<file path="src/sv/ctwc_ram.sv">
`timescale 1ns / 1ps
// Generic simple dual-port RAM with one write port and a registered read port.
module ctwc_ram #(
  parameter int WIDTH = 128,
  parameter int DEPTH = 16,
  localparam int AW = $clog2(DEPTH)
) (
  input  logic             clk_i,
  input  logic             we_i,
  input  logic [AW-1:0]    waddr_i,
  input  logic [WIDTH-1:0] wdata_i,
  input  logic             re_i,
  input  logic [AW-1:0]    raddr_i,
  output logic [WIDTH-1:0] rdata_o
);

  logic [WIDTH-1:0] mem_q [DEPTH];
  logic [WIDTH-1:0] rdata_q;

  always_ff @(posedge clk_i) begin
    if (we_i) begin
      mem_q[waddr_i] <= wdata_i;
    end
    if (re_i) begin
      rdata_q <= mem_q[raddr_i];
    end
  end

  assign rdata_o = rdata_q;

endmodule

</file>
<file path="config.mk">
export PLATFORM = sky130hd
export DESIGN_NAME = ctwc_ram
export DESIGN_NICKNAME = d
export VERILOG_FILES = /design/src/sv/ctwc_ram.sv
export SDC_FILE = /design/constraint.sdc
export NUM_CORES = 1
export LEC_CHECK = 0
export BUFFER_PORTS_ARGS = -buffer_cell sky130_fd_sc_hd__buf_2
export CAP_MARGIN = 15
export CORE_MARGIN = 2
export CORE_UTILIZATION = 40
export CTS_CLUSTER_DIAMETER = 50
export DETAILED_ROUTE_END_ITERATION = 10
export HOLD_SLACK_MARGIN = 0.12
export PLACE_DENSITY = 0.52
export SLEW_MARGIN = 20
export SYNTH_ARGS = -nofsm -noshare
export SYNTH_HDL_FRONTEND = slang
export SYNTH_SLANG_ARGS = --single-unit
</file>
<file path="constraint.sdc">
create_clock -name clk_i -period 19.15 [get_ports clk_i]
set_input_delay 2.8725 -clock clk_i [delete_from_list [all_inputs] [get_ports clk_i]]
set_output_delay 2.8725 -clock clk_i [all_outputs]
set_load 0.02 [all_outputs]
</file>
# Word level (Yosys, flattened, before mapping)
# Memories as Yosys holds them, arrays and structs flattened. A register that Yosys moved wholly into a read port is not among the register bits.
# Cells that the tools add are included.
# word_totals
regBits,0
latchBits,0
ram_bits,2048
romBits,0
input_bits,139
output_inout_bits,128
word_cells,3
n_memories,1
# mem_list
name,depth,word_bits,rd,rd_clocked_by_memory_dff,wr,line,source
mem_q,16,128,1,1,1,17,logic [WIDTH-1:0] mem_q [DEPTH];
# classes
addsub,0
multipliers,0
div,0
n_lt_le_gt_ge,0
n_eq_ne,0
shifts,0
mux,2
bitwise_logic,0
reduce_logical,0
# op_table
cell,count
2-to-1 mux 1 bit,2

# Longest topological paths before layout
# Gate-level depths: netlist (run 1).
# depth
word_depth,2
ltp_mapped,7
depth_no_buf,3

# Least setup slack after synthesis (run 1)
# Ideal clock, no wire load.
# synth_path
kind,input port to flip-flop
start,input waddr_i[2]
end,memory mem_q[0][0] (enable)
setup_time_ns,0.774
arrival_time_ns,12.026
t_required_ns,18.376
path_slack_ns,6.350
stages,2
n_path_buf,0
path_cell_list,or3b_2 > nor3_1
# synth_rtl
item,line,source
from (decl),10,"input logic [AW-1:0] waddr_i,"
to (decl),17,
# Straight into the memory's write port.

==> summary.txt, run 1 <==
Status - finished, final reports clean
Mapped Nets - 3496
Htree depth - 4
Routed vias/inst - 5.577
Core area - 200100 um2
Tmin final - 6.466 ns
Min-delay worst type - reg2reg
Dpl ws - 11.78 ns
Die extent in x - 453.3 um
TritonCTS clock tree - built
Final hold violation count - 0
Routed via count - 36910
CP Launch Type - input pin
All-Layer GR Usage - 19.37%
Cell type with the largest total area after synthesis - edfxtp_1
Gp weighted congestion - 0.6955
Cells after Synth - 3357
Post-synth ARST share - 0%
Setup TNS - 0 ns
Synthesis-to-finish area growth - 15.01%
Hold WS - 0.7380 ns
R2R cell count - 3
# resized after CTS - 0
DRT Pass-1 Iters - 5
Mapped Area - 80730 um2
Synthesized area per cell - 24.05 um2
Total wire length - 199300 um
Synth cell types - 24
Register Area - 65340 um2
Initial Util - 40.35%
Req. time, crit path - 19.71 ns
Maximum vdd drop - 0.08341 mV
Slew Viols, Final - 0
Clk_lat worst skew - 0.84 ns
Hold-fix buffers, CTS - 0
Maximum fanout along the worst path - 56
Slew HR - 26.08%
Worst-margin pin slew - 1.109 ns
Die footprint - 205400 um2
Die Ht - 453.3 um
Setup-failing EPs final - 0
Maxcap violations - 0
Pwr/cell area - 110.4 nW/um2
Clk sinks - 2176
Fin crit share - 33.77%
Post-route DRC - 0
Nets - 3894
Final Worst Setup Slack - 12.68 ns
1st-iter DRT viols - 3413
YS warnings - 0
Clock Tree Buf Depth - 3
CTS Buf Count - 230
Top Ports - 267
Row cnt - 164
Setup bufs post-CTS - 0
Critical path arrival - 7.03 ns
Hold depth - 3
Vias in the first global route - 38350
Synth Register Bits - 2176
Pwr Total - 10.25 mW
Routed length per instance - 30.12 um
First-pass GRT wire length - 283000 um
F_max - 0.1546 GHz
Setup Crit Path Kind - in2reg
Port Buf Inserts - 266
ANT nets after route - 0
Root Driver - clkbuf_16
Static Leak - 29.37 nW
FILL cells - 16500
Nature of the critical path endpoint - register
Initial antenna violation count - 57
Congestion Overflow GR - 0
Largest net degree at the start of global routing - 122
Prevailing post-synth register cell - edfxtp_1
Register area share after synthesis - 80.94%
Ratio of cells with drive above 1 in the final layout - 31.09%
Clock skew - 0.02686 ns
RSZ-0062 raised after global routing - no
Clock-pin slew on the worst setup and hold paths - 0.06 ns
Number of flops mapped to enable cells by yosys - 2176
Ranking of synthesized cells by area - edfxtp_1, mux4_2, a22oi_1
Final HPWL DP - 95090 um
Top cell type's share of synthesized area - 80.94%
Multi-input logic area - 14680 um2
## cells by family (layout without fill, tap and decap cells)
group | after synthesis | after routing | share of synthesized area, %
DFF | 2176 | 2176 | 80.94
muxes | 565 | 565 | 14.50
AOI/OAI and AO/OA | 273 | 273 | 2.549
buffers and inverters | 176 | 765 | 1.063
and+or+nand+nor | 167 | 167 | 0.9516
other | 0 | 16 | 0
## where the power goes
group          switching [mW]  internal, mW
logic                   0.306         0.180
registers              0.0344          5.37
clock network            1.82          2.54
## registers in the layout, summed over array words and instances, names as in the netlist
signal   flops
rdata_o    128
mem_q     2048
## stage by stage
stage               utilization [%]  area, um2  std cells
floorplan                         -      80730       3357
global placement              42.68      85390       6179
detailed placement            42.68      85400       6179
CTS                           46.39      92810       6602
global route                  46.40      92840       6611
finish                        46.41      92850       6618
## routing by layer
| layer | track usage [%] | routed length [um] | vias to the layer above |
|---|---|---|---|
| met5 | 0 | 159 | - |
| met4 | 5.092 | 4005 | 22 |
| met3 | 3.405 | 10980 | 301 |
| met2 | 31.51 | 98300 | 1055 |
| met1 | 27.10 | 85880 | 20240 |
| li1 | - | - | 15290 |
## cell type report
cell class              instances  area share [%]
flip-flops and latches       2176           70.37
multi-input cells            1005           15.81
clock buffers                 279           6.488
well taps                    2656           3.579
repair buffers                342           2.218
clock inverters               144           1.492
diodes                         16         0.04312
## synthesized netlist by cell type, drive strengths merged, types with 15 or more instances
cell       n
a22oi    215
buf      111
mux4     477
o21ai     17
nor2      15
nand2     95
edfxtp  2176
nand2b    16
o221ai    23
mux2i     24
nor2b     29
mux2      64
clkbuf    65
## worst max-delay path, cell delays in order
cell and delay, ns:
buf_8 0.39, buf_4 0.65, buf_4 0.78, buf_4 0.79
buf_4 0.62, mux4_2 0.40, a22oi_1 0.21, nand2_1 0.09
## path summary, 6_finish.rpt
| path | start | end | slack, ns |
|---|---|---|---|
| setup reg to reg | mem_q[6][2]$_DFFE_PP_ | rdata_o[2]$_DFFE_PP_ | 17.39 |
| setup / recovery | raddr_i[1] | rdata_o[89]$_DFFE_PP_ | 12.68 |
| hold reg to reg | mem_q[12][92]$_DFFE_PP_ | rdata_o[92]$_DFFE_PP_ | 0.74 |
| hold / removal | mem_q[12][92]$_DFFE_PP_ | rdata_o[92]$_DFFE_PP_ | 0.74 |
## cells in the final DEF, fill, tap and decap left out, types with 16 or more instances in the layout
cell          n
a22oi_1     215
buf_2       261
buf_4        66
bufinv_16    23
clkbuf_1     45
clkbuf_16   234
clkinv_1     59
clkinv_2     29
diode_2      16
edfxtp_1   2176
mux2_2       64
mux2i_1      24
mux4_2      477
nand2_1      95
nand2b_1     16
nor2b_1      25
o21ai_0      17
o221ai_1     23
Note: power is estimated with default switching activity, not from simulation.
==> inputs of run 2 (changes only) <==
--- a/config.mk
+++ b/config.mk
@@ -5,6 +5,7 @@
 export SDC_FILE = /design/constraint.sdc
 export NUM_CORES = 1
 export LEC_CHECK = 0
+export ABC_AREA = 1
 export BUFFER_PORTS_ARGS = -buffer_cell sky130_fd_sc_hd__buf_2
 export CAP_MARGIN = 15
 export CORE_MARGIN = 2
@@ -12,7 +13,7 @@
 export CTS_CLUSTER_DIAMETER = 50
 export DETAILED_ROUTE_END_ITERATION = 10
 export HOLD_SLACK_MARGIN = 0.12
-export PLACE_DENSITY = 0.52
+export PLACE_DENSITY = 0.54
 export SLEW_MARGIN = 20
 export SYNTH_ARGS = -nofsm -noshare
 export SYNTH_HDL_FRONTEND = slang
==> constraint.sdc (replaced) <==
create_clock -name clk_i -period 5.6 [get_ports clk_i]
set_input_delay 0.84 -clock clk_i [delete_from_list [all_inputs] [get_ports clk_i]]
set_output_delay 0.84 -clock clk_i [all_outputs]
set_load 0.02 [all_outputs]
==> run 2 against run 1 <==
Effect of this change: critical path depth did not move; clock skew increased by 0.00096 ns; sequential power grew to 3.4 times the previous value; synthesized area rose by 10%; non-clock buffer count rose by 27; die area increased by 10%; synthesized cell count increased by 130%; hold slack got worse by 0.39 ns; core utilization fell by 0.80 points; largest cell class unchanged.
==> summary.txt, run 2 <==
Maximum fanout along the worst path - 221 (was 56)
Most common cell after layout, fill and taps aside - nand2_1 (was edfxtp_1)
Clock Tree Buf Depth - 3 (unchanged)
Mapped Area - 88960 um2 (was 80730 um2)
Top cell type's share of synthesized area - 73.45% (was 80.94%)
YS warnings - 0 (unchanged)
Fin util - 45.61% (was 46.41%)
Multi-input logic area - 18240 um2 (was 14680 um2)
Slew HR - 22.20% (was 26.08%)
Mapped Nets - 7925 (was 3496)
Combinational share of power - 5.8% (was 4.7%)
Post-route DRC - 0 (unchanged)
Min-delay worst type - in2reg (was reg2reg)
Placed cell area - 93350 um2 (was 85400 um2)
Max reg flops - 2048 (unchanged)
Congestion Overflow GR - 0 (unchanged)
Die footprint - 226200 um2 (was 205400 um2)
Synthesis-to-finish area growth - 13.65% (was 15.01%)
Cells after Synth - 7786 (was 3357)
ANT nets after route - 0 (unchanged)
Root Driver - clkbuf_16 (unchanged)
RSZ-0062 raised after global routing - no (unchanged)
Setup-failing EPs final - 0 (unchanged)
Htree depth - 4 (unchanged)
Commonest non-fill, non-tap cells in the layout - nand2_1, edfxtp_1, nand3_1, inv_1, buf_2 (was edfxtp_1, mux4_2, buf_2, clkbuf_16, a22oi_1)
Row cnt - 173 (was 164)
Status - finished, final reports clean (unchanged)
Internal - 27.82 mW (was 8.090 mW)
Nets - 8111 (was 3894)
All-Layer GR Usage - 21.18% (was 19.37%)
Prevailing post-synth register cell - edfxtp_1 (unchanged)
CTS Buf Count - 240 (was 230)
Pwr/cell area - 356.0 nW/um2 (was 110.4 nW/um2)
Hold-fix buffers, CTS - 0 (unchanged)
First-pass GRT wire length - 356000 um (was 283000 um)
Initial antenna violation count - 53 (was 57)
Final hold violation count - 0 (unchanged)
Gp weighted congestion - 0.7325 (was 0.6955)
Cell type with the largest total area after synthesis - edfxtp_1 (unchanged)
Routed via count - 56000 (was 36910)
Final Worst Setup Slack - 2.931 ns (was 12.68 ns)
Hold WS - 0.3477 ns (was 0.7380 ns)
Die extent in x - 475.6 um (was 453.3 um)
Switch share - 22.69% (was 21.08%)
Largest net degree at the start of global routing - 222 (was 122)
Core area - 221700 um2 (was 200100 um2)
Vias in the first global route - 54280 (was 38350)
Clock skew - 0.02782 ns (was 0.02686 ns)
Critical path arrival - 3.29 ns (was 7.03 ns)
Number of flops mapped to enable cells by yosys - 2176 (unchanged)
Synth cell types - 15 (was 24)
Maxcap violations - 0 (unchanged)
Setup Crit Path Kind - in2reg (unchanged)
Slowest cell on the critical path - inv_16 (was buf_4)
1st-iter DRT viols - 5133 (was 3413)
Routed vias/inst - 5.016 (was 5.577)
DRT Pass-1 Iters - 5 (unchanged)
Clk_lat worst skew - 0.87 ns (was 0.84 ns)
Register area share after synthesis - 73.45% (was 80.94%)
Cell repeated most along the worst path - nand3_1 (was buf_4)
Critical path's largest stage delay - 0.60 ns (was 0.79 ns)
Top Ports - 267 (unchanged)
Port Buf Inserts - 266 (unchanged)
Clk sinks - 2176 (unchanged)
Worst-margin pin slew - 1.167 ns (was 1.109 ns)
# resized after CTS - 0 (unchanged)
Dpl ws - 2.213 ns (was 11.78 ns)
CP Launch Type - input pin (unchanged)
Ratio of cells with drive above 1 in the final layout - 9.130% (was 31.09%)
Routed length per instance - 21.63 um (was 30.12 um)
FILL cells - 20300 (was 16500)
Net Sw Power - 8.165 mW (was 2.160 mW)
Slew Viols, Final - 0 (unchanged)
Register Area - 65340 um2 (unchanged)
Setup bufs post-CTS - 0 (unchanged)
Req. time, crit path - 6.22 ns (was 19.71 ns)
Clock-pin slew on the worst setup and hold paths - 0.06 ns (about the same)
Initial Util - 40.14% (was 40.35%)
Synth cell count leaders - nand2_1, edfxtp_1, nand3_1, inv_1, buf_2 (was edfxtp_1, mux4_2, a22oi_1, nand2_1, buf_2)
Ranking of synthesized cells by area - edfxtp_1, nand2_1, nand3_1 (was edfxtp_1, mux4_2, a22oi_1)
Cell-by-cell trace of the critical path - buf_8 -> inv_16 -> buf_12 -> nand2_1 -> nand3_1 -> nand3_1 -> nand3_1 -> nand2_1 (was buf_8 -> buf_4 -> buf_4 -> buf_4 -> buf_4 -> mux4_2 -> a22oi_1 -> nand2_1)
Clock Power Share - 42.8% (was 42.6%)
TritonCTS clock tree - built (unchanged)
Nature of the critical path endpoint - register (unchanged)
Final Instance Area - 101100 um2 (was 92850 um2)
Final HPWL DP - 115700 um (was 95090 um)
F_max - 0.3746 GHz
Synthesized area per cell - 11.43 um2 (was 24.05 um2)
Die Ht - 475.6 um (was 453.3 um)
Static Leak - 40.02 nW (was 29.37 nW)
Most frequent cell after synthesis - nand2_1 (was edfxtp_1)
Synth Register Bits - 2176 (unchanged)
Tmin final - 2.669 ns
Total wire length - 241400 um (was 199300 um)
Post-synth ARST share - 0% (unchanged)
Fin crit share - 47.67%
Register share of total power - 51.4% (was 52.7%)
Top reg by flops - mem_q (unchanged)
Maximum vdd drop - 0.3076 mV (was 0.08341 mV)
[run 2: cell types whose count changed after synthesis, sizes merged, moves of 23 or more]
cell    change
mux2i      -24
a22oi     -215
nand2    +2714
nor2b      -29
inv       +866
mux2       -64
or2        +23
buf       +243
mux4      -477
o221ai     -23
nand3    +1466
[run 2: worst max-delay path, delay by kind of cell]
family,cells,cell delay [ns]
buffers and inverters,3,1.42
AND/OR/NAND/NOR,5,0.51
[run 2: area by class of cell]
class	instances	share of cell area (%)
multi-input combinational	4319	18.04
sequential	2176	64.63
inverter	866	3.253
clock inverter	144	1.369
timing repair buffer	369	2.731
tap	2975	3.682
clock buffer	297	6.257
antenna	18	0.04455
[run 2: through the flow]
stage | setup TNS [ns] | power (mW) | cells
after floorplan | -2805.53 | 20.08 | 7786
after detailed placement | 0 | 20.95 | 10710
after global routing | 0 | 37.18 | 11150
after CTS | 0 | 36.34 | 11150
after global placement | 0 | 20.93 | 10700
final | 0 | 35.99 | 11160
[run 2: logic make-up (layout without fill, tap and decap cells)]
| logic type | after synthesis | after routing | synth area share (%) |
|---|---|---|---|
| other cells | 0 | 18 | 0 |
| simple gates | 4319 | 4319 | 20.36 |
| flops | 2176 | 2176 | 73.45 |
| buf+inv | 1291 | 1676 | 6.187 |
[run 2: layer usage]
layer / GRT usage, % / wire length, um / vias up
met5: 0 / 165 / -
met4: 5.435 / 5050 / 26
met3: 3.143 / 13520 / 382
met2: 35.36 / 116400 / 1515
met1: 29.01 / 106300 / 27640
li1: - / - / 26440
[run 2: worst paths after layout]
kind / start / end / slack, ns / cells past startpoint
hold reg to reg: mem_q[10][67]$_DFFE_PP_ / rdata_o[67]$_DFFE_PP_ / 0.72 / 6
setup reg to reg: mem_q[1][8]$_DFFE_PP_ / rdata_o[8]$_DFFE_PP_ / 4.34 / 6
hold / removal: wdata_i[100] / mem_q[10][100]$_DFFE_PP_ / 0.35 / 1
setup / recovery: raddr_i[0] / rdata_o[64]$_DFFE_PP_ / 2.93 / 8
[run 2: power by group through the flow]
stage / logic (mW) / registers (mW) / clock network, mW
after floorplan: 1.17 / 18.9 / 0
after global placement: 2.09 / 18.8 / 0
after detailed placement: 2.11 / 18.8 / 0
after CTS: 2.12 / 18.5 / 15.7
after global routing: 2.33 / 18.5 / 16.3
final: 2.09 / 18.5 / 15.4
