## src/sv/ctwc_pkg.sv

```systemverilog
`timescale 1ns / 1ps
// Shared types and constants of the counter to wall time clock.
package ctwc_pkg;

  // Configuration port
  localparam int CFG_IDX_W  = 3;
  localparam int CFG_DATA_W = 32;

  localparam logic [CFG_IDX_W-1:0] CFG_MAIN_MULT  = 3'd0;
  localparam logic [CFG_IDX_W-1:0] CFG_MAIN_SHIFT = 3'd1;
  localparam logic [CFG_IDX_W-1:0] CFG_RAW_MULT   = 3'd2;
  localparam logic [CFG_IDX_W-1:0] CFG_RAW_SHIFT  = 3'd3;
  localparam logic [CFG_IDX_W-1:0] CFG_MAIN_MODE  = 3'd4;
  localparam logic [CFG_IDX_W-1:0] CFG_RAW_MODE   = 3'd5;

  // Item functions
  localparam logic [1:0] FUNC_READ    = 2'd0;
  localparam logic [1:0] FUNC_TOD     = 2'd1;
  localparam logic [1:0] FUNC_BASE_WR = 2'd2;
  localparam logic [1:0] FUNC_REF_WR  = 2'd3;

  // Clock numbers
  localparam logic [3:0] CID_REALTIME    = 4'd0;
  localparam logic [3:0] CID_MONOTONIC   = 4'd1;
  localparam logic [3:0] CID_RAW         = 4'd4;
  localparam logic [3:0] CID_RT_COARSE   = 4'd5;
  localparam logic [3:0] CID_MONO_COARSE = 4'd6;
  localparam logic [3:0] CID_BOOTTIME    = 4'd7;
  localparam logic [3:0] CID_TAI         = 4'd11;

  // Divisors
  localparam int         SUB_W     = 30;
  localparam logic [SUB_W-1:0] NS_PER_S  = 30'd1000000000;
  localparam logic [SUB_W-1:0] NS_PER_US = 30'd1000;

  typedef enum logic [2:0] {
    ST_IDLE,
    ST_MEM,
    ST_MUL_HI,
    ST_SUM,
    ST_DIV_NS,
    ST_DIV_US,
    ST_OUT
  } state_e;

  typedef enum logic [1:0] {
    KIND_MAIN,
    KIND_RAW,
    KIND_COARSE,
    KIND_NONE
  } kind_e;

  typedef enum logic {
    DIV_BY_S,
    DIV_BY_US
  } div_sel_e;

  typedef struct packed {
    logic     start;
    div_sel_e sel;
  } div_req_t;

  typedef struct packed {
    logic busy;
    logic done;
  } div_stat_t;

endpackage

```

## src/sv/ctwc_div.sv

```systemverilog
`timescale 1ns / 1ps
// Iterative divider of a 64-bit value by one second or one microsecond in ns.
module ctwc_div (
  input  logic                clk_i,
  input  logic                rst_ni,
  input  ctwc_pkg::div_req_t  req_i,
  input  logic [63:0]         dividend_i,
  output ctwc_pkg::div_stat_t stat_o,
  output logic [63:0]         quotient_o,
  output logic [29:0]         remainder_o
);
  import ctwc_pkg::*;

  localparam int STEP_BITS = 4;
  localparam int STEPS     = 64 / STEP_BITS;
  localparam int CNT_W     = $clog2(STEPS);

  logic             busy_q, busy_d;
  logic             done_q, done_d;
  logic [CNT_W-1:0] cnt_q, cnt_d;
  div_sel_e         sel_q;
  logic [63:0]      work_q, work_d;
  logic [SUB_W-1:0] rem_q, rem_d;
  logic [SUB_W-1:0] divisor;
  logic [SUB_W:0]   trial;

  assign divisor = (sel_q == DIV_BY_S) ? NS_PER_S : NS_PER_US;

  // Restoring division, STEP_BITS quotient bits per cycle. The work register
  // shifts the dividend out at the top and the quotient in at the bottom.
  always_comb begin
    work_d = work_q;
    rem_d  = rem_q;
    trial  = '0;
    for (int k = 0; k < STEP_BITS; k++) begin
      trial  = {rem_d, work_d[63]};
      work_d = {work_d[62:0], 1'b0};
      if (trial >= {1'b0, divisor}) begin
        trial     = trial - {1'b0, divisor};
        work_d[0] = 1'b1;
      end
      rem_d = trial[SUB_W-1:0];
    end
  end

  always_comb begin
    busy_d = busy_q;
    done_d = 1'b0;
    cnt_d  = cnt_q;
    if (req_i.start) begin
      busy_d = 1'b1;
      cnt_d  = '0;
    end else if (busy_q) begin
      cnt_d = cnt_q + 1'b1;
      if (cnt_q == CNT_W'(STEPS - 1)) begin
        busy_d = 1'b0;
        done_d = 1'b1;
      end
    end
  end

  always_ff @(posedge clk_i or negedge rst_ni) begin
    if (!rst_ni) begin
      busy_q <= 1'b0;
      done_q <= 1'b0;
      cnt_q  <= '0;
    end else begin
      busy_q <= busy_d;
      done_q <= done_d;
      cnt_q  <= cnt_d;
    end
  end

  always_ff @(posedge clk_i) begin
    if (req_i.start) begin
      sel_q  <= req_i.sel;
      work_q <= dividend_i;
      rem_q  <= '0;
    end else if (busy_q) begin
      work_q <= work_d;
      rem_q  <= rem_d;
    end
  end

  assign stat_o.busy = busy_q;
  assign stat_o.done = done_q;
  assign quotient_o  = work_q;
  assign remainder_o = rem_q;

  a_start_idle: assert property (@(posedge clk_i) disable iff (!rst_ni)
    req_i.start |-> !busy_q)
    else $error("divider started while busy");

  a_done_after_busy: assert property (@(posedge clk_i) disable iff (!rst_ni)
    done_q |-> $past(busy_q) && !busy_q)
    else $error("divider done without a finished run");

  a_fell_done: assert property (@(posedge clk_i) disable iff (!rst_ni)
    $fell(busy_q) |-> done_q)
    else $error("divider run ended without done");

endmodule

```

## config.mk

```make
export PLATFORM = sky130hd
export DESIGN_NAME = ctwc_div
export DESIGN_NICKNAME = d
export VERILOG_FILES = /design/src/sv/ctwc_pkg.sv /design/src/sv/ctwc_div.sv
export SDC_FILE = /design/constraint.sdc
export NUM_CORES = 1
export LEC_CHECK = 0
export BUFFER_PORTS_ARGS = -buffer_cell sky130_fd_sc_hd__buf_2
export CAP_MARGIN = 20
export CORE_MARGIN = 3
export CORE_UTILIZATION = 45
export CTS_BUF_LIST = sky130_fd_sc_hd__clkbuf_16
export CTS_CLUSTER_DIAMETER = 30
export CTS_CLUSTER_SIZE = 30
export DETAILED_ROUTE_END_ITERATION = 12
export PLACE_DENSITY = 0.74
export SLEW_MARGIN = 20
export SYNTH_ARGS = -nofsm -noshare
export SYNTH_HDL_FRONTEND = slang
export SYNTH_SLANG_ARGS = --single-unit
```

## constraint.sdc

```tcl
create_clock -name clk_i -period 21.7 [get_ports clk_i]
set_input_delay 3.255 -clock clk_i [delete_from_list [all_inputs] [get_ports clk_i]]
set_output_delay 3.255 -clock clk_i [all_outputs]
set_load 0.02 [all_outputs]
```

After elaboration in Yosys (flattened, before gate mapping) --
Cells that the tools add are included.
Storage, ports and cells: register bits 101, output and inout port bits 96, input bits 68, word-level logic and storage cells 36
Operators by class: add/subtract/negate cells 5, $lt $le $gt $ge 4, reductions and logical operators 1, muxes and demuxes 19, equal/unequal tests 1
Operators with widths (count):
- 30-bit 2-to-1 mux | 5
- 64-bit 2-to-1 mux | 2
- 31-bit by 30-bit greater-or-equal comparator with 1-bit output | 4
- 30-bit subtractor | 4
- 1-bit 2-to-1 mux | 10
- 4-bit 2-to-1 mux | 2
- 4-bit by 1-bit adder with 4-bit output, second input constant | 1
- 4-bit equality test, second input constant | 1
- 2-bit nonzero test | 1

Longest topological paths before layout --
Gate-level depths: netlist of run 1.
depth in word-level cells 11, depth in mapped cells 57, gate-level depth less buffers 49

Least setup slack after synthesis of run 1 --
Ideal clock, no wire load.
path type register to register, start reg sel_q, end reg rem_q[3] (netlist: remainder_o[3]), cell stages (with the launch flop) 55, arrival 12330 ps, slack 9291 ps, path through edfxtp_1 -> clkbuf_1 -> inv_1 -> ha_1 -> or4b_1 -> nor4_1 -> a2111o_1 -> nand2_1 -> nand3_1 -> clkbuf_1 -> clkbuf_1 -> a21oi_1 -> ha_1 -> nand2_1 -> or4_1 -> a31oi_1 -> nor2_1 -> nor3_1 -> [... 19 more ...] -> or2_1 -> buf_4 -> buf_4 -> clkbuf_1 -> nor2_1 -> a21oi_1 -> ha_1 -> a21boi_0 -> mux2i_1 -> or3_1 -> nor2_1 -> nand4_1 -> nor4b_2 -> a221oi_2 -> nand2_1 -> buf_6 -> mux2_4 -> a211oi_2
On the way: longest elaborated chain between the ends 9, elaborated cells between the ends (all ways) 13, classes of those cells add/sub (4); order compare (4); mux (5)
RTL lines:
- start: declaration | line ctwc_div.sv:21 | div_sel_e sel_q;
- start signal: assignment | line ctwc_div.sv:76 | sel_q <= req_i.sel;
- 30-bit 2-to-1 mux (*) | line ctwc_div.sv:27 | assign divisor = (sel_q == DIV_BY_S) ? NS_PER_S : NS_PER_US;
- 30-bit subtractor / 31-bit by 30-bit greater-or-equal comparator with 1-bit output (equally long branches) | line ctwc_div.sv:39, ctwc_div.sv:38
- 30-bit 2-to-1 mux | line ctwc_div.sv:38 | if (trial >= {1'b0, divisor}) begin
- 30-bit subtractor / 31-bit by 30-bit greater-or-equal comparator with 1-bit output (equally long branches) | line ctwc_div.sv:39, ctwc_div.sv:38
- 30-bit 2-to-1 mux | line ctwc_div.sv:38
- 31-bit by 30-bit greater-or-equal comparator with 1-bit output / 30-bit subtractor (equally long branches) | line ctwc_div.sv:38, ctwc_div.sv:39
- 30-bit 2-to-1 mux | line ctwc_div.sv:38
- 30-bit subtractor / 31-bit by 30-bit greater-or-equal comparator with 1-bit output (equally long branches) | line ctwc_div.sv:39, ctwc_div.sv:38
- 30-bit 2-to-1 mux (*) | line ctwc_div.sv:38
- end signal: assignment | line ctwc_div.sv:81 | rem_q <= rem_d;
- end: declaration | line ctwc_div.sv:23 | logic [SUB_W-1:0] rem_q, rem_d;
Mark *: on every way between the ends. The rest lies on a longest branch, timed or not. A chain may end at the register's enable or synchronous reset.

Worst setup path in the final report of run 1 --
Same ends and word-level chain as after synthesis.

==> flow_metrics.env, run 1 <==
export IMPL_drc=0
export IMPL_end_kind="flip-flop"
export IMPL_cts_tree="yes"
export IMPL_maxSlewViolCount=0
export IMPL_postCtsSetupRepairBufs=0
export IMPL_status="complete, no violations"
export IMPL_final_setup_skew_ps=7.979
export IMPL_clk_latency_ps=350
export IMPL_crit_type="flip-flop to flip-flop"
export IMPL_crit_top_cell="ha_1"
export IMPL_synth_area_per_cell_um2=8.609
export IMPL_cts_root_buf="clkbuf_16"
export IMPL_drt_initial_drc_count=1112
export IMPL_first_global_vias=9940
export IMPL_grt_overflow_total=0
export IMPL_synthCells=1248
export IMPL_seq_area_frac_synth_pct=25.15
export IMPL_maxCapViolations=0
export IMPL_antenna_found_initial=0
export IMPL_nets=1505
export IMPL_std_cell_rows=55
export IMPL_wirelength_um=34710
export IMPL_grt_max_degree=62
export IMPL_globalplace_congestion=0.9490
export IMPL_r2r_cells=44
export IMPL_cts_path_max_buffers=2
export IMPL_worstMarginPinSlew_ps=1119
export IMPL_synth_top_flop_cell="edfxtp_1"
export IMPL_grt_pass1_wl_um=54100
export IMPL_cts_buffers=9
export IMPL_holdBufCountCts=0
export IMPL_ys_types=105
export IMPL_rsz0062_at_grt="false"
export IMPL_crit_fanout=33
export IMPL_cp_slowest_cell="nand2_1"
export IMPL_grt_use_total_pct=25.85
export IMPL_yosys_top_cells_area="edfxtp_1 18%, ha_1 8.4%, mux2_2 7.2%"
export IMPL_io_pins=164
export IMPL_finalInstanceArea_um2=12000
export IMPL_cts_max_level=3
export IMPL_fmax_ghz=0.07071
export IMPL_cp_required_ps=21970
export IMPL_dpl_worst_slack_ps=7883
export IMPL_syn_area_um2=10740
export IMPL_synth_warning_count=0
export IMPL_hold_class="flip-flop to flip-flop"
export IMPL_dp_hpwl_um=27340
export IMPL_die_area_um2=25770
export IMPL_fill_cells=2209
export IMPL_ys_ff_latch=101
export IMPL_finalHoldViolCount=0
export IMPL_routed_via_count=10360
export IMPL_detail_route_wl_per_cell_um=20.62
export IMPL_fin_util_pct=52.06
export IMPL_port_buffers=163
export IMPL_crit_path_max_incr_delay_ps=990
export IMPL_die_width_um=160.5
export IMPL_hold_depth=2
export IMPL_syn2layout_area_growth_pct=11.70
export IMPL_cts_sinks=101
export IMPL_synth_async_reset_ratio_pct=5.941
export IMPL_core_um2=23050
export IMPL_postPlaceCellArea_um2=11690
export IMPL_synth_top_area_cell="edfxtp_1"
export IMPL_finalSetupTns_ps=0
export IMPL_synth_top_area_share_pct=18.17
export IMPL_synth_edf_count=65
export IMPL_drive_gt1_share_pct=22.26
export IMPL_setup_viol=0
export IMPL_die_h_um=160.5
export IMPL_cts_resized=0
export IMPL_arrival_ps=14410
export IMPL_initial_utilization_pct=46.61
export IMPL_min_period_ps=14140
export IMPL_finalCritPeriodShare_pct=65.17
export IMPL_antenna_left=0
export IMPL_slew_headroom_pct=25.25
export IMPL_clk_pin_slew_ps=70
export IMPL_worst_slack_ps=7558
export IMPL_cp_start_kind="flip-flop"
export IMPL_viasPerCell=6.153
export IMPL_drt_pass1_iterations=6
export IMPL_syn_nets=1388
export IMPL_n_antenna_cell=0
==> cell usage in the layout, fill, tap and decap left out, drive strengths merged, types with 44 or more instances in the layout <==
cell and count:
edfxtp 65, inv 44, buf 170, mux2 72
ha 72, nand2 68, nor2 139, xnor2 63
o21ai 60, a21oi 80
==> stage by stage <==
step | std cells | hold WS, ps
after floorplan | 1248 | 499.1
after global placement | 1667 | 533.1
after detailed placement | 1667 | 530.2
after CTS | 1683 | 550.2
after global routing | 1683 | 591.5
final | 1683 | 547.2
==> flip-flops by register name (all words and copies together) (netlist names) <==
register     count
quotient_o      64
done_q           1
busy_q           1
cnt_q            4
remainder_o     30
sel_q            1
==> logic make-up after synthesis <==
group,after synthesis,share of synthesized area [%]
simple gates,421,20.36
compound gates,348,23.14
buf+inv,105,4.355
xor+xnor,101,8.233
flops,101,25.15
mux,100,10.38
fa+ha+maj,72,8.385
==> cells in the mapped netlist, types with 27 or more instances <==
library cell / count
nor2_1: 137
a21oi_1: 80
ha_1: 72
mux2_2: 69
nand2_1: 67
edfxtp_1: 65
xnor2_1: 63
o21ai_0: 56
inv_1: 41
xor2_1: 38
clkbuf_1: 36
nor3_1: 35
dfxtp_1: 30
mux2i_1: 27
==> path summary, 6_finish.rpt <==
kind / startpoint / endpoint / slack, ps
min: cnt_q[3] / cnt_q[3] / 550
max: sel_q / remainder_o[3] / 7560
max in group asynchronous: rst_ni / busy_q / 18830
min in group asynchronous: rst_ni / cnt_q[2] / 2720
max reg2reg: sel_q / remainder_o[3] / 7560
min reg2reg: cnt_q[3] / cnt_q[3] / 550
==> critical path: cells and delay by family, from the launching register on <==
family | cells | cell delay [ps]
fa+ha+maj | 4 | 1570
mux | 3 | 1000
flops | 1 | 360
simple gates | 16 | 5130
compound gates | 18 | 4900
buf+inv | 3 | 1080
==> final cells by class <==
type | instances | area [um2] | area share, %
clock buffer | 9 | 225.2 | 1.877
clock inverter | 7 | 82.58 | 0.6881
inverter | 41 | 153.9 | 1.282
multi-input combinational | 1042 | 7574 | 63.10
sequential | 101 | 2704 | 22.53
tap | 313 | 391.6 | 3.263
timing repair buffer | 170 | 870.8 | 7.256
==> layer usage <==
layer	up-vias	track usage (%)	routed length [um]
met5	-	0	0
met1	4836	35.56	15180
met2	515	40.89	15420
met4	0	6.824	738
met3	52	5.984	3366
li1	4952	-	-
Power of run 1 is not shown: default switching activity piles up to over one toggle a cycle in this logic, so the estimate is an artifact.
==> run 2: changes to the inputs <==
- ABC_AREA: unset -> 1
- PLACE_DENSITY: 0.74 -> 0.76
- clock period: 21.7 -> 11.9 ns (I/O delays scaled with it)
==> run 2 against run 1 <==
  * Count of clock-buffer cells in the layout unchanged
  * Synthesized area rose by 7.3%
  * Sequential share of layout area is 1.4 points lower
  * Sequential cell count stayed put
  * Final area rose by 6.8%
  * Critical path type unchanged
==> flow_metrics.env, run 2 <==
export IMPL_routed_via_count=13090
export IMPL_final_setup_skew_ps=12.96
export IMPL_synth_async_reset_ratio_pct=5.941
export IMPL_layout_commonest_cell="nand2_1"
export IMPL_cts_sinks=101
export IMPL_grt_max_degree=71
export IMPL_clk_pin_slew_ps=80
export IMPL_syn_nets=2075
export IMPL_io_pins=164
export IMPL_synth_most_common_cell="nand2_1"
export IMPL_cts_max_level=3
export IMPL_status="complete, no violations"
export IMPL_min_to="cnt_q[3]"
export IMPL_syn_area_um2=11530
export IMPL_cp_start_kind="flip-flop"
export IMPL_core_um2=24750
export IMPL_largest_reg_flops=64
export IMPL_finalHoldViolCount=0
export IMPL_hold_depth=1
export IMPL_die_width_um=166.1
export IMPL_grt_overflow_total=0
export IMPL_cts_tree="yes"
export IMPL_syn2layout_area_growth_pct=11.20
export IMPL_rsz0062_at_grt="false"
export IMPL_ys_types=46
export IMPL_finalSetupTns_ps=0
export IMPL_fmax_ghz=0.09096
export IMPL_crit_path_max_incr_delay_ps=680
export IMPL_grt_use_total_pct=29.36
export IMPL_slew_headroom_pct=39.14
export IMPL_fin_util_pct=51.80
export IMPL_synth_top_area_cell="nand2_1"
export IMPL_cp_slowest_cell="edfxtp_1"
export IMPL_dp_hpwl_um=34080
export IMPL_nets=2208
export IMPL_synth_top_area_share_pct=23.77
export IMPL_port_buffers=163
export IMPL_maxCapViolations=0
export IMPL_min_from="cnt_q[3]"
export IMPL_cts_resized=0
export IMPL_cts_root_buf="clkbuf_16"
export IMPL_ys_ff_latch=101
export IMPL_cts_path_max_buffers=2
export IMPL_r2r_slack_ps=910
export IMPL_die_h_um=166.1
export IMPL_worst_slack_ps=906.1
export IMPL_drt_pass1_iterations=5
export IMPL_std_cell_rows=57
export IMPL_synth_area_per_cell_um2=5.958
export IMPL_arrival_ps=11240
export IMPL_grt_pass1_wl_um=64930
export IMPL_worstMarginPinSlew_ps=912.9
export IMPL_drive_gt1_share_pct=12.83
export IMPL_synth_top_flop_cell="edfxtp_1"
export IMPL_holdBufCountCts=0
export IMPL_antenna_left=0
export IMPL_n_antenna_cell=0
export IMPL_maxSlewViolCount=0
export IMPL_crit_type="flip-flop to flip-flop"
export IMPL_dpl_worst_slack_ps=1257
export IMPL_mostFrequentLayoutCells="730 x nand2_1, 243 x inv_1, 176 x nor2_1"
export IMPL_viasPerCell=5.459
export IMPL_synth_warning_count=0
export IMPL_crit_top_cell="nand2_1"
export IMPL_initial_utilization_pct=46.58
export IMPL_wirelength_um=42340
export IMPL_r2r_cells=48
export IMPL_cts_buffers=9
export IMPL_synthCells=1935
export IMPL_cp_required_ps=12150
export IMPL_die_area_um2=27580
export IMPL_synth_edf_count=65
export IMPL_setup_viol=0
export IMPL_clk_latency_ps=360
export IMPL_crit_fanout=45
export IMPL_drt_initial_drc_count=1223
export IMPL_min_period_ps=10990
export IMPL_seq_area_frac_synth_pct=23.44
export IMPL_synth_common_cells="730 x nand2_1, 245 x inv_1, 176 x nor2_1"
export IMPL_end_kind="flip-flop"
export IMPL_postCtsSetupRepairBufs=0
export IMPL_hold_class="flip-flop to flip-flop"
export IMPL_drc=0
export IMPL_finalCritPeriodShare_pct=92.39
export IMPL_yosys_top_cells_area="nand2_1 24%, edfxtp_1 17%, inv_1 8.0%"
export IMPL_rr_endpoint="remainder_o[7]"
export IMPL_detail_route_wl_per_cell_um=17.66
export IMPL_regToRegStartpoint="sel_q"
export IMPL_fill_cells=2561
export IMPL_antenna_found_initial=2
export IMPL_first_global_vias=12030
export IMPL_globalplace_congestion=1.050
==> run 2: cell count changes after synthesis, sizes merged, moves of 24 or more <==
cell,change
nand2,+690
inv,+223
nand3,+147
mux2,-72
nor2,+49
xnor2,-48
a211oi,-28
mux2i,-27
a21o,-25
nand2b,-24
==> run 2: cell families (layout without fill, tap and decap cells) <==
kind of cell | after synthesis | after routing | share of synthesized area [%]
mux | 1 | 1 | 0.08683
flops | 101 | 101 | 23.44
xor+xnor | 57 | 57 | 4.330
simple gates | 1206 | 1206 | 44.39
fa+ha+maj | 72 | 72 | 7.814
buf+inv | 312 | 450 | 10.90
compound gates | 186 | 186 | 9.041
==> run 2: per-layer routing <==
metal | up-vias | GRT usage, % | share of wire (%)
met5 | - | 0 | 0.050
met4 | 4 | 10.13 | 3.8
met3 | 90 | 6.617 | 11
met2 | 631 | 46.91 | 44
met1 | 5897 | 39.28 | 41
li1 | 6464 | - | -
==> run 2: worst max-delay path: cells and delay by family, from the launching register on <==
family          cells  cell delay, ps
xor+xnor            1             290
buf+inv             9            1950
compound gates     11            2350
flops               1             680
fa+ha+maj           4            1560
simple gates       23            4000
==> run 2: how the worst max path moves through the flow <==
stage | startpoint | end | slack, ps | cells past startpoint
floorplan | sel_q | remainder_o[17] | 2400 | 60
global placement | sel_q | remainder_o[10] | 1720 | 50
detailed placement | sel_q | remainder_o[7] | 1260 | 53
CTS | sel_q | remainder_o[7] | 1240 | 53
global route | sel_q | remainder_o[11] | 40 | 51
finish | sel_q | remainder_o[7] | 910 | 48
==> run 2: stage by stage <==
stage | hold WS [ps] | cell area (um2) | std cells
3_5_place_dp | 463.6 | 12530 | 2381
5_1_grt | 505.8 | 12820 | 2397
6_report | 480.1 | 12820 | 2397
2_1_floorplan | 433.9 | 11530 | 1935
4_1_cts | 473.1 | 12820 | 2397
3_3_place_gp | 450.9 | 12530 | 2381
==> run 2: layout make-up <==
| cell class | count | area (um2) | area share (%) |
|---|---|---|---|
| tap | 324 | 405.4 | 3.162 |
| inverter | 265 | 994.7 | 7.759 |
| clock buffer | 9 | 225.2 | 1.757 |
| multi-input combinational | 1522 | 7570 | 59.05 |
| sequential | 101 | 2703 | 21.08 |
| timing repair buffer | 169 | 860.8 | 6.715 |
| clock inverter | 7 | 61.31 | 0.4782 |
Power of run 2 is left out for the same reason.
==> run 3: changes to the inputs <==
--- a/config.mk
+++ b/config.mk
@@ -16,3 +16,4 @@
 export DETAILED_ROUTE_END_ITERATION = 12
-export PLACE_DENSITY = 0.76
+export PLACE_DENSITY = 0.68
+export SKIP_LAST_GASP = 1
 export SLEW_MARGIN = 20
==> constraint.sdc (replaced) <==
create_clock -name clk_i -period 11.9 [get_ports clk_i]
set_input_delay 3.57 -clock clk_i [delete_from_list [all_inputs] [get_ports clk_i]]
set_output_delay 3.57 -clock clk_i [all_outputs]
set_load 0.02 [all_outputs]
==> run 3 against run 2 <==
  * Worst setup slack improved by 420 ps
  * Global-route usage is 0.081 points lower
  * Clock skew fell by 4.7 ps
  * Hold slack got worse by 16 ps
  * Count of clock-buffer cells in the layout is the same
  * Final cell count about the same
  * Final area about the same
  * Sequential cell count stayed put
  * Via count fell by 0.73%
  * Critical endpoint is now remainder_o[3]
==> flow_metrics.env, run 3 (synthesized netlist as in run 2, its figures left out) <==
export IMPL_hold_class="flip-flop to flip-flop"
export IMPL_path_delay_family="simple AND/OR/NAND/NOR gates"
export IMPL_min_from="cnt_q[3]"
export IMPL_fmax_ghz=0.09454
export IMPL_crit_fanout=55
export IMPL_io_pins=164
export IMPL_maxCapViolations=0
export IMPL_cp_start_kind="flip-flop"
export IMPL_setup_viol=0
export IMPL_antenna_left=0
export IMPL_rsz0062_at_grt="false"
export IMPL_die_area_um2=27580
export IMPL_detail_route_wl_per_cell_um=17.55
export IMPL_core_um2=24750
export IMPL_globalplace_congestion=1.038
export IMPL_r2r_cells=50
export IMPL_grt_pass1_wl_um=64890
export IMPL_cts_resized=0
export IMPL_nets=2207
export IMPL_clk_pin_slew_ps=80
export IMPL_postCtsSetupRepairBufs=0
export IMPL_viasPerCell=5.422
export IMPL_crit_path_max_incr_delay_ps=610
export IMPL_crit_type="flip-flop to flip-flop"
export IMPL_holdBufCountCts=0
export IMPL_worstMarginPinSlew_ps=1091
export IMPL_cp_slowest_cell="buf_4"
export IMPL_slew_headroom_pct=27.13
export IMPL_rr_endpoint="remainder_o[3]"
export IMPL_routed_via_count=12990
export IMPL_min_to="cnt_q[3]"
export IMPL_cts_path_max_buffers=2
export IMPL_cts_sinks=101
export IMPL_final_setup_skew_ps=8.308
export IMPL_dp_hpwl_um=33980
export IMPL_drt_pass1_iterations=6
export IMPL_arrival_ps=10820
export IMPL_n_antenna_cell=0
export IMPL_cp_required_ps=12140
export IMPL_final_cells=2396
export IMPL_maxSlewViolCount=0
export IMPL_grt_use_total_pct=29.28
export IMPL_drive_gt1_share_pct=12.84
export IMPL_cts_max_level=3
export IMPL_clk_latency_ps=360
export IMPL_status="complete, no violations"
export IMPL_regToRegStartpoint="sel_q"
export IMPL_critPathBufInv=8
export IMPL_finalHoldViolCount=0
export IMPL_port_buffers=163
export IMPL_largest_reg_flops=64
export IMPL_cts_tree="yes"
export IMPL_end_kind="flip-flop"
export IMPL_r2r_slack_ps=1320
export IMPL_min_period_ps=10580
export IMPL_antenna_found_initial=0
export IMPL_cts_buffers=9
export IMPL_drc=0
export IMPL_finalCritPeriodShare_pct=88.89
export IMPL_grt_max_degree=76
export IMPL_syn2layout_area_growth_pct=11.24
export IMPL_drt_initial_drc_count=1157
export IMPL_first_global_vias=11840
export IMPL_crit_top_cell="nand2_1"
export IMPL_startpoint="sel_q"
export IMPL_hold_depth=1
export IMPL_grt_overflow_total=0
export IMPL_die_width_um=166.1
export IMPL_std_cell_rows=57
export IMPL_whs_ps=464.5
export IMPL_die_h_um=166.1
export IMPL_cts_root_buf="clkbuf_16"
export IMPL_dp_cells=2380
export IMPL_layout_commonest_cell="nand2_1"
export IMPL_mostFrequentLayoutCells="730 x nand2_1, 243 x inv_1, 176 x nor2_1"
export IMPL_wirelength_um=42060
export IMPL_initial_utilization_pct=46.58
export IMPL_finalSetupTns_ps=0
run 3: cell count changes in the layout (fill, tap and decap cells not counted):
cell	previous run	this run
buf_4	6	5
inv_6	3	1
clkinv_1	2	1
clkinvlp_4	0	2
clkinv_4	1	0
clkinv_8	0	1
inv_8	2	3
run 3: worst max-delay path by stage:
| stage | cells after the start | end | slack (ps) |
|---|---|---|---|
| 2_1_floorplan | 60 | remainder_o[17] | 2400 |
| 3_3_place_gp | 50 | remainder_o[3] | 1960 |
| 3_5_place_dp | 54 | remainder_o[15] | 1630 |
| 4_1_cts | 54 | remainder_o[11] | 1590 |
| 5_1_grt | 53 | remainder_o[9] | 240 |
| 6_report | 50 | remainder_o[3] | 1320 |
run 3: layer usage:
layer	wire length, um	vias up	GRT usage (%)
met2	18630	590	47.32
met5	0	-	0
met4	1145	0	8.391
met1	18410	5891	40.64
met3	3870	56	4.642
li1	-	6454	-
run 3: cell type report:
class / instances / area [um2]
clock buffers: 9 / 225.2
clock inverters: 7 / 73.82
fillers: 2587 / 11920
inverters: 265 / 994.7
multi-input cells: 1522 / 7570
flip-flops and latches: 101 / 2703
well taps: 324 / 405.4
repair buffers: 168 / 853.3
run 3: worst register-to-register path, delay by kind of cell, from the launching register on:
family                   cells  cell delay (ps)
AND/OR/NAND/NOR             27             4180
AO/OA/AOI/OAI               10             2200
buffers and inverters        8             1810
adder cells (fa/ha/maj)      4             1630
flip-flops                   1              360
XOR/XNOR                     1              300
run 3: through the flow:
step	utilization (%)	worst slack, ps	area (um2)
after floorplan	-	2403	11530
after global placement	50.61	1963	12530
after detailed placement	50.61	1630	12530
after CTS	51.82	1589	12820
after global routing	51.82	240.7	12820
final	51.82	1322	12820
Power of run 3 is left out for the same reason.
